### config.mk
export PLATFORM = sky130hd
export DESIGN_NAME = priority_sorted_wait_queue
export DESIGN_NICKNAME = d
export VERILOG_FILES = /design/src/hdl/psq_pkg.sv /design/src/hdl/psq_ctrl.sv /design/src/hdl/psq_datapath.sv /design/src/hdl/priority_sorted_wait_queue.sv
export SDC_FILE = /design/constraint.sdc
export NUM_CORES = 1
export LEC_CHECK = 0
export ABC_AREA = 1
export BUFFER_PORTS_ARGS = -buffer_cell sky130_fd_sc_hd__buf_4
export CORE_MARGIN = 2
export CORE_UTILIZATION = 50
export CTS_CLUSTER_SIZE = 25
export DETAILED_ROUTE_END_ITERATION = 10
export GPL_TIMING_DRIVEN = 0
export PLACE_DENSITY = 0.72
export SLEW_MARGIN = 25
export SYNTH_ARGS = -nofsm -noshare
export SYNTH_HDL_FRONTEND = slang
export SYNTH_HIERARCHICAL = 1
export SYNTH_SLANG_ARGS = --single-unit
### constraint.sdc
create_clock -name clk -period 8.7 [get_ports clk]
set_clock_uncertainty 0.2 [all_clocks]
set_input_delay 0.435 -clock clk [delete_from_list [all_inputs] [get_ports clk]]
set_output_delay 0.435 -clock clk [all_outputs]
set_load 0.02 [all_outputs]
### src/hdl/psq_pkg.sv
// Shared types and constants of the priority sorted wait queue.
// Used by psq_ctrl, psq_datapath and priority_sorted_wait_queue; depends on nothing.
package psq_pkg;

	localparam int DEF_QUEUE_DEPTH    = 16;
	localparam int DEF_THREAD_ID_BITS = 8;

	localparam logic [1:0] OP_ADD     = 2'd0;
	localparam logic [1:0] OP_REMOVE  = 2'd1;
	localparam logic [1:0] OP_REQUEUE = 2'd2;

	typedef enum logic [1:0] {
		STATUS_OK         = 2'd0,
		STATUS_ALREADY    = 2'd1,
		STATUS_NOT_QUEUED = 2'd2,
		STATUS_FULL       = 2'd3
	} status_t;

	typedef enum logic [1:0] {
		ST_IDLE,
		ST_EXEC,
		ST_REINS
	} state_t;

	typedef struct packed {
		logic [1:0] operation;
		logic [7:0] thread_id;
		logic [7:0] priority_req;
	} req_t;

	typedef struct packed {
		status_t    status;
		logic       head_valid;
		logic [7:0] head_thread;
		logic [7:0] head_priority;
		logic [4:0] entry_count;
	} rsp_t;

	typedef struct packed {
		logic    load;
		logic    remove;
		logic    insert;
		logic    set_status;
		status_t status;
	} cmd_t;

	typedef struct packed {
		logic [1:0] operation;
		logic       found;
		logic       full;
	} stat_t;

endpackage

### src/hdl/psq_ctrl.sv
// Controller state machine of the priority sorted wait queue.
// Depends on psq_pkg; drives the commands of psq_datapath from its status.
module psq_ctrl (
	input  logic           clk,
	input  logic           arst_n,
	input  logic           start,
	input  psq_pkg::stat_t stat,
	output psq_pkg::cmd_t  cmd,
	output logic           busy,
	output logic           done
);

	psq_pkg::state_t state_q;
	psq_pkg::state_t state_d;
	logic            done_q;
	logic            finish;

	always_comb begin
		state_d = state_q;
		case (state_q)
			psq_pkg::ST_IDLE: begin
				if (start) begin
					state_d = psq_pkg::ST_EXEC;
				end
			end
			psq_pkg::ST_EXEC: begin
				if (stat.operation == psq_pkg::OP_REQUEUE && stat.found) begin
					state_d = psq_pkg::ST_REINS;
				end else begin
					state_d = psq_pkg::ST_IDLE;
				end
			end
			psq_pkg::ST_REINS: begin
				state_d = psq_pkg::ST_IDLE;
			end
			default: begin
				state_d = psq_pkg::ST_IDLE;
			end
		endcase
	end

	always_comb begin
		cmd    = '0;
		finish = 1'b0;
		case (state_q)
			psq_pkg::ST_IDLE: begin
				cmd.load = start;
			end
			psq_pkg::ST_EXEC: begin
				cmd.status = psq_pkg::STATUS_OK;
				case (stat.operation)
					psq_pkg::OP_ADD: begin
						if (stat.found) begin
							cmd.status = psq_pkg::STATUS_ALREADY;
						end else if (stat.full) begin
							cmd.status = psq_pkg::STATUS_FULL;
						end else begin
							cmd.insert = 1'b1;
						end
						finish = 1'b1;
					end
					psq_pkg::OP_REMOVE: begin
						if (stat.found) begin
							cmd.remove = 1'b1;
						end else begin
							cmd.status = psq_pkg::STATUS_NOT_QUEUED;
						end
						finish = 1'b1;
					end
					psq_pkg::OP_REQUEUE: begin
						if (stat.found) begin
							cmd.remove = 1'b1;
						end else begin
							cmd.status = psq_pkg::STATUS_NOT_QUEUED;
							finish     = 1'b1;
						end
					end
					default: begin
						finish = 1'b1;
					end
				endcase
				cmd.set_status = finish;
			end
			psq_pkg::ST_REINS: begin
				cmd.insert     = 1'b1;
				cmd.status     = psq_pkg::STATUS_OK;
				cmd.set_status = 1'b1;
				finish         = 1'b1;
			end
			default: begin
				finish = 1'b0;
			end
		endcase
	end

	always_ff @(posedge clk or negedge arst_n) begin
		if (!arst_n) begin
			state_q <= psq_pkg::ST_IDLE;
			done_q  <= 1'b0;
		end else begin
			state_q <= state_d;
			done_q  <= finish;
		end
	end

	assign busy = (state_q != psq_pkg::ST_IDLE);
	assign done = done_q;

endmodule

### src/hdl/psq_datapath.sv
// Datapath of the priority sorted wait queue: a chain of slot cells kept in queue order.
// Depends on psq_pkg; is commanded by psq_ctrl.
module psq_datapath #(
	parameter int QUEUE_DEPTH    = psq_pkg::DEF_QUEUE_DEPTH,
	parameter int THREAD_ID_BITS = psq_pkg::DEF_THREAD_ID_BITS
) (
	input  logic           clk,
	input  logic           arst_n,
	input  psq_pkg::req_t  request,
	input  psq_pkg::cmd_t  cmd,
	output psq_pkg::stat_t stat,
	output psq_pkg::rsp_t  result
);

	localparam int CountW = $clog2(QUEUE_DEPTH + 1);

	psq_pkg::req_t             req_q;
	psq_pkg::status_t          status_q;
	logic [CountW-1:0]         count_q;
	logic [THREAD_ID_BITS-1:0] slot_thread_q [QUEUE_DEPTH];
	logic [7:0]                slot_prio_q   [QUEUE_DEPTH];

	logic [THREAD_ID_BITS-1:0] tid;
	logic [QUEUE_DEPTH-1:0]    match;
	logic [QUEUE_DEPTH-1:0]    shift_up;
	logic [QUEUE_DEPTH-1:0]    keep;

	assign tid = THREAD_ID_BITS'(req_q.thread_id);

	// Each cell compares its own entry; the chained OR marks the cells at and behind a match.
	for (genvar i = 0; i < QUEUE_DEPTH; i++) begin : g_cell
		logic occupied;
		assign occupied = (CountW'(i) < count_q);
		assign match[i] = occupied && (slot_thread_q[i] == tid);
		assign keep[i]  = occupied && (slot_prio_q[i] >= req_q.priority_req);
		if (i == 0) begin : g_first
			assign shift_up[i] = match[i];
		end else begin : g_rest
			assign shift_up[i] = shift_up[i-1] | match[i];
		end

		always_ff @(posedge clk) begin
			if (cmd.remove) begin
				if (shift_up[i] && i + 1 < QUEUE_DEPTH) begin
					slot_thread_q[i] <= slot_thread_q[(i + 1) % QUEUE_DEPTH];
					slot_prio_q[i]   <= slot_prio_q[(i + 1) % QUEUE_DEPTH];
				end
			end else if (cmd.insert && !keep[i]) begin
				if (i == 0 || keep[(i + QUEUE_DEPTH - 1) % QUEUE_DEPTH]) begin
					slot_thread_q[i] <= tid;
					slot_prio_q[i]   <= req_q.priority_req;
				end else begin
					slot_thread_q[i] <= slot_thread_q[(i + QUEUE_DEPTH - 1) % QUEUE_DEPTH];
					slot_prio_q[i]   <= slot_prio_q[(i + QUEUE_DEPTH - 1) % QUEUE_DEPTH];
				end
			end
		end
	end

	always_ff @(posedge clk or negedge arst_n) begin
		if (!arst_n) begin
			count_q <= '0;
		end else if (cmd.remove) begin
			count_q <= count_q - CountW'(1);
		end else if (cmd.insert) begin
			count_q <= count_q + CountW'(1);
		end
	end

	always_ff @(posedge clk) begin
		if (cmd.load) begin
			req_q <= request;
		end
		if (cmd.set_status) begin
			status_q <= cmd.status;
		end
	end

	assign stat.operation = req_q.operation;
	assign stat.found     = |match;
	assign stat.full      = (count_q == CountW'(QUEUE_DEPTH));

	assign result.status        = status_q;
	assign result.head_valid    = (count_q != '0);
	assign result.head_thread   = result.head_valid ? 8'(slot_thread_q[0]) : 8'd0;
	assign result.head_priority = result.head_valid ? slot_prio_q[0] : 8'd0;
	assign result.entry_count   = 5'(count_q);

endmodule

### src/hdl/priority_sorted_wait_queue.sv
// Top level of the priority sorted wait queue.
// Depends on psq_pkg, psq_ctrl and psq_datapath.

// A request is taken when start is high while busy is low. Add, remove and a requeue of a
// thread that is not queued pass through the execute state before the registered done
// strobe, a requeue of a queued thread also through the reinsert state, because its removal
// and reinsertion each pass once through the slot cell chain. The result stands on the
// result ports for the single cycle that done marks and cannot be held off, so the receiver
// must take it then; busy is already low in that cycle and a new request may be accepted
// alongside it. The queue comes out of reset empty.
module priority_sorted_wait_queue #(
	parameter int QUEUE_DEPTH    = psq_pkg::DEF_QUEUE_DEPTH,
	parameter int THREAD_ID_BITS = psq_pkg::DEF_THREAD_ID_BITS
) (
	input  logic          clk,
	input  logic          arst_n,
	input  logic          start,
	output logic          busy,
	input  psq_pkg::req_t request,
	output logic          done,
	output psq_pkg::rsp_t result
);

	psq_pkg::cmd_t  cmd;
	psq_pkg::stat_t stat;

	psq_ctrl u_ctrl (
		.clk    (clk),
		.arst_n (arst_n),
		.start  (start),
		.stat   (stat),
		.cmd    (cmd),
		.busy   (busy),
		.done   (done)
	);

	psq_datapath #(
		.QUEUE_DEPTH    (QUEUE_DEPTH),
		.THREAD_ID_BITS (THREAD_ID_BITS)
	) u_datapath (
		.clk     (clk),
		.arst_n  (arst_n),
		.request (request),
		.cmd     (cmd),
		.stat    (stat),
		.result  (result)
	);

endmodule
Word level (Yosys, flattened, before mapping)
Memory sizes are Yosys's and may differ from the RTL's.
Index checks and enable logic that the tools add are counted.
{"block": "classes", "add_sub_neg": 2, "n_lt_le_gt_ge": 32, "n_eq_ne": 22, "n_mux": 250, "n_bitwise": 74, "reduce_logical": 72}
{"cell": "2-to-1 mux 8 bit", "n": 62}
{"cell": "2-to-1 mux 1 bit", "n": 177}
{"cell": "== test 8 bit", "n": 16}
{"cell": ">= comparator 8 bit", "n": 16}
{"cell": "bitwise OR 1 bit", "n": 74}
{"cell": "logical AND 1 bit", "n": 49}
{"cell": "less-than comparator 4 x 5 -> 1 bit (first input constant)", "n": 8}
{"cell": "less-than comparator 3 x 5 -> 1 bit (first input constant)", "n": 4}
{"cell": "zero test 1 bit", "n": 16}
{"cell": "OR reduction 16 bit", "n": 1}
{"cell": "less-than comparator 1 x 5 -> 1 bit (first input constant)", "n": 2}
{"cell": "less-than comparator 2 x 5 -> 1 bit (first input constant)", "n": 2}
{"cell": "2-to-1 mux 2 bit", "n": 5}
{"cell": "2-to-1 mux 5 bit", "n": 2}
{"cell": "case mux 2 bit (2 select lines)", "n": 2}
{"cell": "case mux 4 bit (2 select lines)", "n": 1}
{"cell": "adder 5 x 1 -> 5 bit (second input constant)", "n": 1}
{"cell": "== test 5 bit (second input constant)", "n": 1}
{"cell": "nonzero test 5 bit", "n": 1}
{"cell": "subtractor 5 x 1 -> 5 bit (second input constant)", "n": 1}
{"cell": "== test 2 x 1 -> 1 bit (second input constant)", "n": 2}
{"cell": "== test 2 bit (second input constant)", "n": 2}
{"cell": "zero test 2 bit", "n": 2}
{"cell": "nonzero test 2 bit", "n": 2}
{"cell": "other kinds (3)", "n": 3}
{"block": "word_totals", "ff_bits": 28, "ramBits": 256, "input_bits": 21, "output_inout_bits": 26, "elab_cells": 461, "mem_count": 2}
{"memory": "u_datapath.slot_prio_q", "words": 16, "word_bits": 8, "rd": 16, "rd_clocked_by_memory_dff": 0, "write_ports": 16, "line_no": "psq_datapath.sv:21", "source": "logic [7:0] slot_prio_q [QUEUE_DEPTH];"}
{"memory": "u_datapath.slot_thread_q", "words": 16, "word_bits": 8, "rd": 16, "rd_clocked_by_memory_dff": 0, "write_ports": 16, "line_no": "psq_datapath.sv:20", "source": "logic [THREAD_ID_BITS-1:0] slot_thread_q [QUEUE_DEPTH];"}

Depth between registers and ports, before layout
Gate-level depths: netlist of the first run.
{"block": "logic_depth", "ltp_word": 21, "ltp_mapped": 25, "ltp_nobuf": 22}

Cells and area by module
The synthesis of the first run kept the hierarchy.
{"mod": "psq_datapath", "n_inst": 1, "cells_each": 2306, "area_per_inst_um2": 19092.1, "seq_area_each_um2": 8413.1}
{"mod": "psq_ctrl", "n_inst": 1, "cells_each": 46, "area_per_inst_um2": 311.5, "seq_area_each_um2": 75.1}

Least setup slack after synthesis of the first run
Ideal clock, no wire load.
{"block": "synth_path", "kind": "register -> register", "start": "reg u_datapath.count_q[1]", "end": "mem u_datapath.slot_prio_q[0][0] (enable)", "setup_time_ns": 0.464, "arrival_time_ns": 3.281, "required_ns": 8.036, "slack_ns": 4.755, "path_stages_with_launch": 19, "n_path_buf": 2, "period_less_slack_ns": 3.945, "path_cell_list": "dfrtp_1 > inv_1 > ha_1 > o21ai_2 > nand3_2 > nand2_2 > nor2_4 > nand2_2 > inv_1 > nand3b_1 > nand2_1 > nor2_1 > inv_2 > nand2_4 > inv_6 > buf_6 > nand2_2 > clkbuf_1 > o21ai_0"}
{"element": "start, declared", "line_no": "psq_datapath.sv:19", "source": "logic [CountW-1:0] count_q;"}
{"element": "start signal, assigned", "line_no": "psq_datapath.sv:64", "source": "count_q <= count_q - CountW'(1);"}
{"element": "start signal, assigned", "line_no": "psq_datapath.sv:66", "source": "count_q <= count_q + CountW'(1);"}
{"element": "end, declared", "line_no": "psq_datapath.sv:21"}

==> key figures, run 1 <==
Synthesis
  • Main combinational cell family by area after synthesis: simple AND/OR/NAND/NOR gates
  • Simple-Gate Fraction of Synth Area: 0.283
  • Synth Register Bits: 284
  • Syn nets: roughly 2500
  • Post-synthesis cell type count: 47
  • Post-synthesis mux area share: 0
  • FFs w/ async S/R, synth: 0.0282
  • Adder-Cell Fraction of Synth Area: 0.0896
  • Primary FF master, synth: edfxtp_1
  • Number of synthesized flops with an enable pin: 276
  • Synth Area in Compound Gates: 0.0819
  • Post-synthesis instance area: 19400 um2
  • Mapped Cells: between 2000 and 2500
  • Synth Area in XOR/XNOR: 0.0397
  • Synth warnings: 6
  • Avg Inst Size Synth: roughly 8.2 um2
  • Seq/Total Area, Yosys: 0.437

Route
  • DRT antenna net count: 0
  • Routed WL per cell: 22.3 um
  • Vias per cell: 5.96
  • TritonRoute pass-1 iters: 7
  • Iteration-0 DRC Markers: 1856
  • Vias: 17905
  • DRC errors left: 0
  • Routed WL: approximately 67 mm

Timing
  • Fin. max-slew vios: 0
  • # setup viols final: 0
  • Final worst slack: 3040 ps
  • Hold WS: 23.4 ps
  • Crit path time final: 5660 ps
  • Final period utilization: 0.650
  • Final-report hold violation count: 0
  • Setup_tns: 0 ps
  • Max Freq: around 0.18 GHz
  • Worst Tran Pin Value: 1070 ps
  • RSZ-0062 raised after global routing: no
  • Relative slew margins: 0.286

Floorplan
  • Cell row count: between 70 and 80
  • Core box area: approximately 38000 um2
  • Starting Density: 0.504
  • Die W: 201 um
  • Io pins: 47
  • Die area: 40400 um2
  • Die H: 201 um

Run status
  • Status: finished, final reports clean

Layout
  • Cell area after layout: 21800 um2
  • Fin nets: 2622
  • Synthesis-to-finish area growth: 12.5%
  • Final Instance Count excl. Fillers: 3002
  • Util after Layout: 0.568
  • Fraction of layout cells with a size suffix above 1: 0.116
  • Filler Cells Inserted: 3455
  • Antenna Diode Count: 0

Placed design
  • DP HPWL: 47.3 mm
  • Final GP Congestion: 0.958
  • DP Area: 20600 um2
  • Port Buffer Count: 46
  • Dpl cells: about 2900
  • Worst Setup Slack post-DPL: 3440 ps

CTS
  • TritonCTS Buffers: 34
  • Root Buffer: clkbuf_16
  • Setup bufs post-CTS: 0
  • PostCTS Resize Cnt: 0
  • Maximum clock path buffer count: 3
  • H-tree depth: 2
  • Reg clk slew, reported paths: ~60 ps
  • Clock sinks: 284
  • Clock Latency Late Sink: 530 ps
  • CTS tree: yes

Worst setup path
  • Startpoint Class: flip-flop
  • CP Capture Type: flip-flop
  • WP data required: 8530 ps
  • Worst setup path class: reg2reg
  • Largest fanout on the critical path: 16
  • Arr. time, crit path: 5490 ps

Global route
  • First-pass GRT wire length: 100 mm
  • GRT Overall Usage: 0.325
  • Number of global-route vias before repair: between 15000 and 20000
  • GRT Residual Overflow: 0
  • Largest net degree at the start of global routing: 25
  • Antenna violations before repair: 2

Flow run
  • Max-cap violations: 0

Pwr
  • P_leak: 9.48 nW
  • PD cells: 239 nW/um2
  • Power, Total: 5.23 mW
  • Max IR drop VDD: 154 uV

Min path
  • HP Class: in2reg
-- final cells by class --
cell class | instances | area (um2) | share of cell area
buffer | 104 | 636 | 0.0291
clock buffer | 41 | 941 | 0.0431
clock inverter | 17 | 149 | 0.00682
inverter | 183 | 707 | 0.0324
multi-input combinational | 1781 | 9610 | 0.440
sequential | 284 | 8490 | 0.389
tap | 518 | 648 | 0.0297
timing repair buffer | 74 | 661 | 0.0303
-- cells in the mapped netlist (2+ instances only) --
library cell	n	area share
nand2_1	854	0.17
edfxtp_1	276	0.43
nand3_1	236	0.061
inv_1	162	0.031
ha_1	139	0.090
a21oi_1	107	0.028
o21ai_0	90	0.023
nor2_1	87	0.017
xnor2_1	56	0.025
buf_2	39	0.010
xor2_1	32	0.014
buf_4	26	0.010
nand4_1	26	0.0084
o211ai_1	24	0.0093
clkbuf_1	21	0.0041
nand2_2	20	0.0064
o21ai_1	18	0.0046
o2111ai_1	17	0.0077
nor2_4	14	0.0081
inv_2	13	0.0025
buf_6	12	0.0070
nand2_4	9	0.0052
dfrtp_1	8	0.010
nor2_2	8	0.0026
o21ai_2	8	0.0036
buf_1	6	0.0012
nor4_1	6	0.0019
a21oi_2	4	0.0018
nand3_2	4	0.0021
nor3_1	4	0.0010
clkinv_1	3	0.00058
o22ai_1	3	0.00097
or2_2	3	0.00097
a31oi_1	2	0.00064
inv_4	2	0.00064
nand4_2	2	0.0013
-- cell families (layout without fill, tap and decap cells) --
logic type	after synthesis	count (layout)
AND/OR/NAND/NOR	1276	1276
adder cells (fa/ha/maj)	139	139
XOR/XNOR	88	88
flip-flops	284	284
AO/OA/AOI/OAI	278	278
buffers and inverters	287	419
-- state kept, by name (all words and copies together), names as in the netlist --
register                  flops
u_datapath/count_q            5
u_ctrl/state_q                2
u_datapath/slot_prio_q      128
u_datapath/tid                8
u_datapath/status_q           2
u_datapath/req_q              8
u_datapath/slot_thread_q    128
u_ctrl/done                   1
u_datapath/stat               2
-- cell usage in the layout (no fill, tap or decap), drive strengths merged, types with 2 or more instances in the layout --
cell type	instances
a31oi	2
xor2	32
clkinv	19
nand2	883
ha	139
nand4	28
inv	178
o211ai	24
a21oi	112
edfxtp	276
xnor2	56
nor3	4
nor2	110
nand3	240
o2111ai	17
clkbuf	62
buf	138
dlygate4sd3	19
dfrtp	8
o21ai	116
or2	3
nor4	6
o22ai	3
bufinv	3
-- path summary, 6_finish.rpt --
path / to / slack, ps / start / cells past startpoint
setup / recovery: u_datapath/slot_thread_q[1][45] / 3040 / u_datapath/tid[6] / 18
hold / removal: u_ctrl/state_q[1] / 20 / start / 4
setup reg to reg: u_datapath/slot_thread_q[1][45] / 3040 / u_datapath/tid[6] / 18
hold reg to reg: u_datapath/slot_prio_q[1][40] / 380 / u_datapath/slot_prio_q[1][32] / 2
max in group asynchronous: u_datapath/count_q[0] / 8090 / arst_n / 2
min in group asynchronous: u_datapath/count_q[2] / 60 / arst_n / 2
-- power breakdown --
part	internal (mW)	leakage, nW	switching (mW)
Clock	0.854	0.537	0.592
Combinational	0.589	6.32	1.27
Sequential	1.77	2.62	0.156
-- timing repair --
item / in CTS / in global routing
endpoints found under the setup margin: 0 / 0
hold buffers: 19 / 0
hold endpoints to repair: 26 / 0
-- worst max-delay path, cell delays in order (launching register included) --
cell and delay (ps):
edfxtp_1 360, buf_4 230, inv_1 560, o21ai_0 270, nor2_1 200, nand4_1 130, nor2_1 150, nor2_1 100
nand4_1 90, nand3b_1 250, nand2_1 120, nor2_1 290, inv_2 260, nand2_4 330, inv_6 170, buf_6 220
nand2_2 240, buf_2 290, nand3_1 660
-- per-layer routing --
metal  global-route usage  up-vias  share of wire
met5                    0        -        0.00018
met1                0.409     8459           0.38
li1                     -     8161              -
met3               0.0654      268           0.10
met4                0.194        2          0.061
met2                0.521     1015           0.46
(Power assumes the default switching activity.)
==> run 2: changes to the inputs <==
==> constraint.sdc (replaced) <==
create_clock -name clk -period 5.86 [get_ports clk]
set_clock_uncertainty 0.2 [all_clocks]
set_input_delay 0.293 -clock clk [delete_from_list [all_inputs] [get_ports clk]]
set_output_delay 0.293 -clock clk [all_outputs]
set_load 0.02 [all_outputs]
==> key figures, run 2 (synthesis results as in run 1) <==
Timing
  • RSZ-0062 raised after global routing: no
  • Fin. max-slew vios: 0 (unchanged)
  • Max Freq: 0.178 GHz (+0.47%)
  • Final period utilization: 0.961 (+0.311)
  • Final worst slack: 231 ps (-2810 ps)
  • Worst Tran Pin Value: 1050 ps (-23.3 ps)
  • Hold WS: 286 ps (+262 ps)
  • Final-report hold violation count: 0 (unchanged)
  • Relative slew margins: 0.301 (+0.0155)
  • # setup viols final: 0 (unchanged)
  • Crit path time final: 5630 ps (-26.5 ps)

Floorplan
  • Die area: 40400 um2 (unchanged)
  • Io pins: 47 (unchanged)
  • Die W: 201 um (unchanged)
  • Cell row count: 72 (unchanged)
  • Core box area: 38500 um2 (unchanged)
  • Starting Density: 0.504 (unchanged)
  • Die H: 201 um (unchanged)

Route
  • Routed WL: 66.8 mm (-0.22%)
  • Vias per cell: 5.97 (+0.13%)
  • Vias: 17940 (+0.20%)
  • Iteration-0 DRC Markers: 1953 (+5.2%)
  • DRC errors left: 0 (unchanged)
  • Routed WL per cell: 22.3 um (-0.29%)
  • DRT antenna net count: 0 (unchanged)
  • TritonRoute pass-1 iters: 7 (unchanged)

Worst setup path
  • Startpoint Class: flip-flop
  • Arr. time, crit path: 5460 ps (-30 ps)
  • CP Capture Type: flip-flop
  • Reg2reg end: u_datapath/slot_thread_q[1][45]
  • Setup slack, reg-to-reg: 230 ps (-2810 ps)
  • R2R Path Start: u_datapath/tid[6]
  • WP data required: 5690 ps (-2840 ps)
  • Largest fanout on the critical path: 16 (unchanged)
  • R2R cell count: 18 (unchanged)
  • Worst setup path class: reg2reg

Layout
  • Most common cell after layout, fill and taps aside: nand2_1
  • Most frequent cells in the layout: 854 x nand2_1, 276 x edfxtp_1, 236 x nand3_1
  • Fin nets: 2624 (+0.076%)
  • Largest regs: u_datapath/slot_prio_q (128), u_datapath/slot_thread_q (128)
  • Synthesis-to-finish area growth: 12.6% (about the same)
  • Antenna Diode Count: 0 (unchanged)
  • Util after Layout: 0.568 (about the same)
  • Final Instance Count excl. Fillers: 3004 (+0.067%)
  • Filler Cells Inserted: 3446 (-0.26%)
  • Fraction of layout cells with a size suffix above 1: 0.116 (about the same)

Flow run
  • Max-cap violations: 0 (unchanged)

Placed design
  • Final GP Congestion: 0.958 (unchanged)
  • Dpl cells: 2925 (unchanged)
  • Worst Setup Slack post-DPL: 598 ps (-2840 ps)
  • Port Buffer Count: 46 (unchanged)
  • DP HPWL: 47.3 mm (unchanged)

Pwr
  • Max IR drop VDD: 229 uV (+49%)
  • P_leak: 9.49 nW (about the same)
  • Power, Total: 7.76 mW (+48%)
  • PD cells: 355 nW/um2 (+48%)

Global route
  • Antenna violations before repair: 2 (unchanged)
  • First-pass GRT wire length: 100 mm (about the same)
  • Number of global-route vias before repair: 17613 (+0.31%)
  • Largest net degree at the start of global routing: 25 (unchanged)
  • GRT Overall Usage: 0.325 (-0.000493)
  • GRT Residual Overflow: 0 (unchanged)

Min path
  • Min-delay src: request[12]
  • HP Class: in2reg
  • Hold Path End: u_datapath/tid[4]
  • Worst Hold Depth: 2 (-2)

CTS
  • Reg clk slew, reported paths: 60 ps (about the same)
  • PostCTS Resize Cnt: 0 (unchanged)
  • Maximum clock path buffer count: 3 (unchanged)
  • H-tree depth: 2 (unchanged)
  • Clock Latency Late Sink: 540 ps (about the same)
  • TritonCTS Buffers: 34 (unchanged)
  • Root Buffer: clkbuf_16
  • Clock sinks: 284 (unchanged)
  • CTS tree: yes

Run status
  • Status: finished, final reports clean
[run 2: cell count changes in the layout (fill, tap and decap cells not counted)]
cell,delta
dlygate4sd3_1,+2
[run 2: critical path, cell delays in order, from the launching register on]
cell	delay, ps
edfxtp_1	360
buf_4	230
inv_1	560
o21ai_0	280
nor2_1	200
nand4_1	130
nor2_1	150
nor2_1	90
nand4_1	90
nand3b_1	260
nand2_1	110
nor2_1	280
inv_2	260
nand2_4	330
inv_6	170
buf_6	220
nand2_2	230
buf_2	280
nand3_1	670
[run 2: stage by stage]
step                setup TNS, ps  area [um2]
floorplan                       0       19400
global placement           -28590       20400
detailed placement              0       20600
CTS                             0       21900
global route                    0       21900
finish                          0       21900
[run 2: worst max-delay path by stage]
stage,startpoint,end
after floorplan,u_datapath/count_q[1],u_datapath/slot_prio_q[0][0]
after global placement,u_datapath/req_q[3],u_datapath/slot_prio_q[1][58]
after detailed placement,u_datapath/tid[6],u_datapath/slot_prio_q[1][42]
after CTS,u_datapath/tid[6],u_datapath/slot_thread_q[1][45]
after global routing,u_datapath/tid[6],u_datapath/slot_thread_q[1][45]
final,u_datapath/tid[6],u_datapath/slot_thread_q[1][45]
[run 2: area by class of cell]
type	instances	area [um2]	area share
multi-input combinational	1781	9610	0.440
inverter	183	707	0.0323
clock inverter	17	149	0.00681
clock buffer	41	941	0.0430
timing repair buffer	76	681	0.0311
tap	518	648	0.0297
buffer	104	636	0.0291
sequential	284	8490	0.388
[run 2: power by group]
part	switching [mW]	leakage (nW)	internal, mW
Clock	0.875	0.537	1.27
Combinational	1.89	6.33	0.875
Sequential	0.229	2.62	2.63
Total	2.99	9.49	4.77
[run 2: timing repair]
action,4_1_cts,5_1_grt
setup buffers,0,0
hold endpoints to repair,28,0
hold buffers,21,0
[run 2: layer usage]
| layer | share of wire | global-route usage | wire length, um | up-vias |
|---|---|---|---|---|
| met5 | 0.00016 | 0 | 11 | - |
| met4 | 0.067 | 0.201 | 4460 | 2 |
| met3 | 0.11 | 0.0682 | 7320 | 290 |
| met2 | 0.45 | 0.517 | 30000 | 1040 |
| met1 | 0.37 | 0.406 | 25000 | 8443 |
| li1 | - | - | - | 8165 |
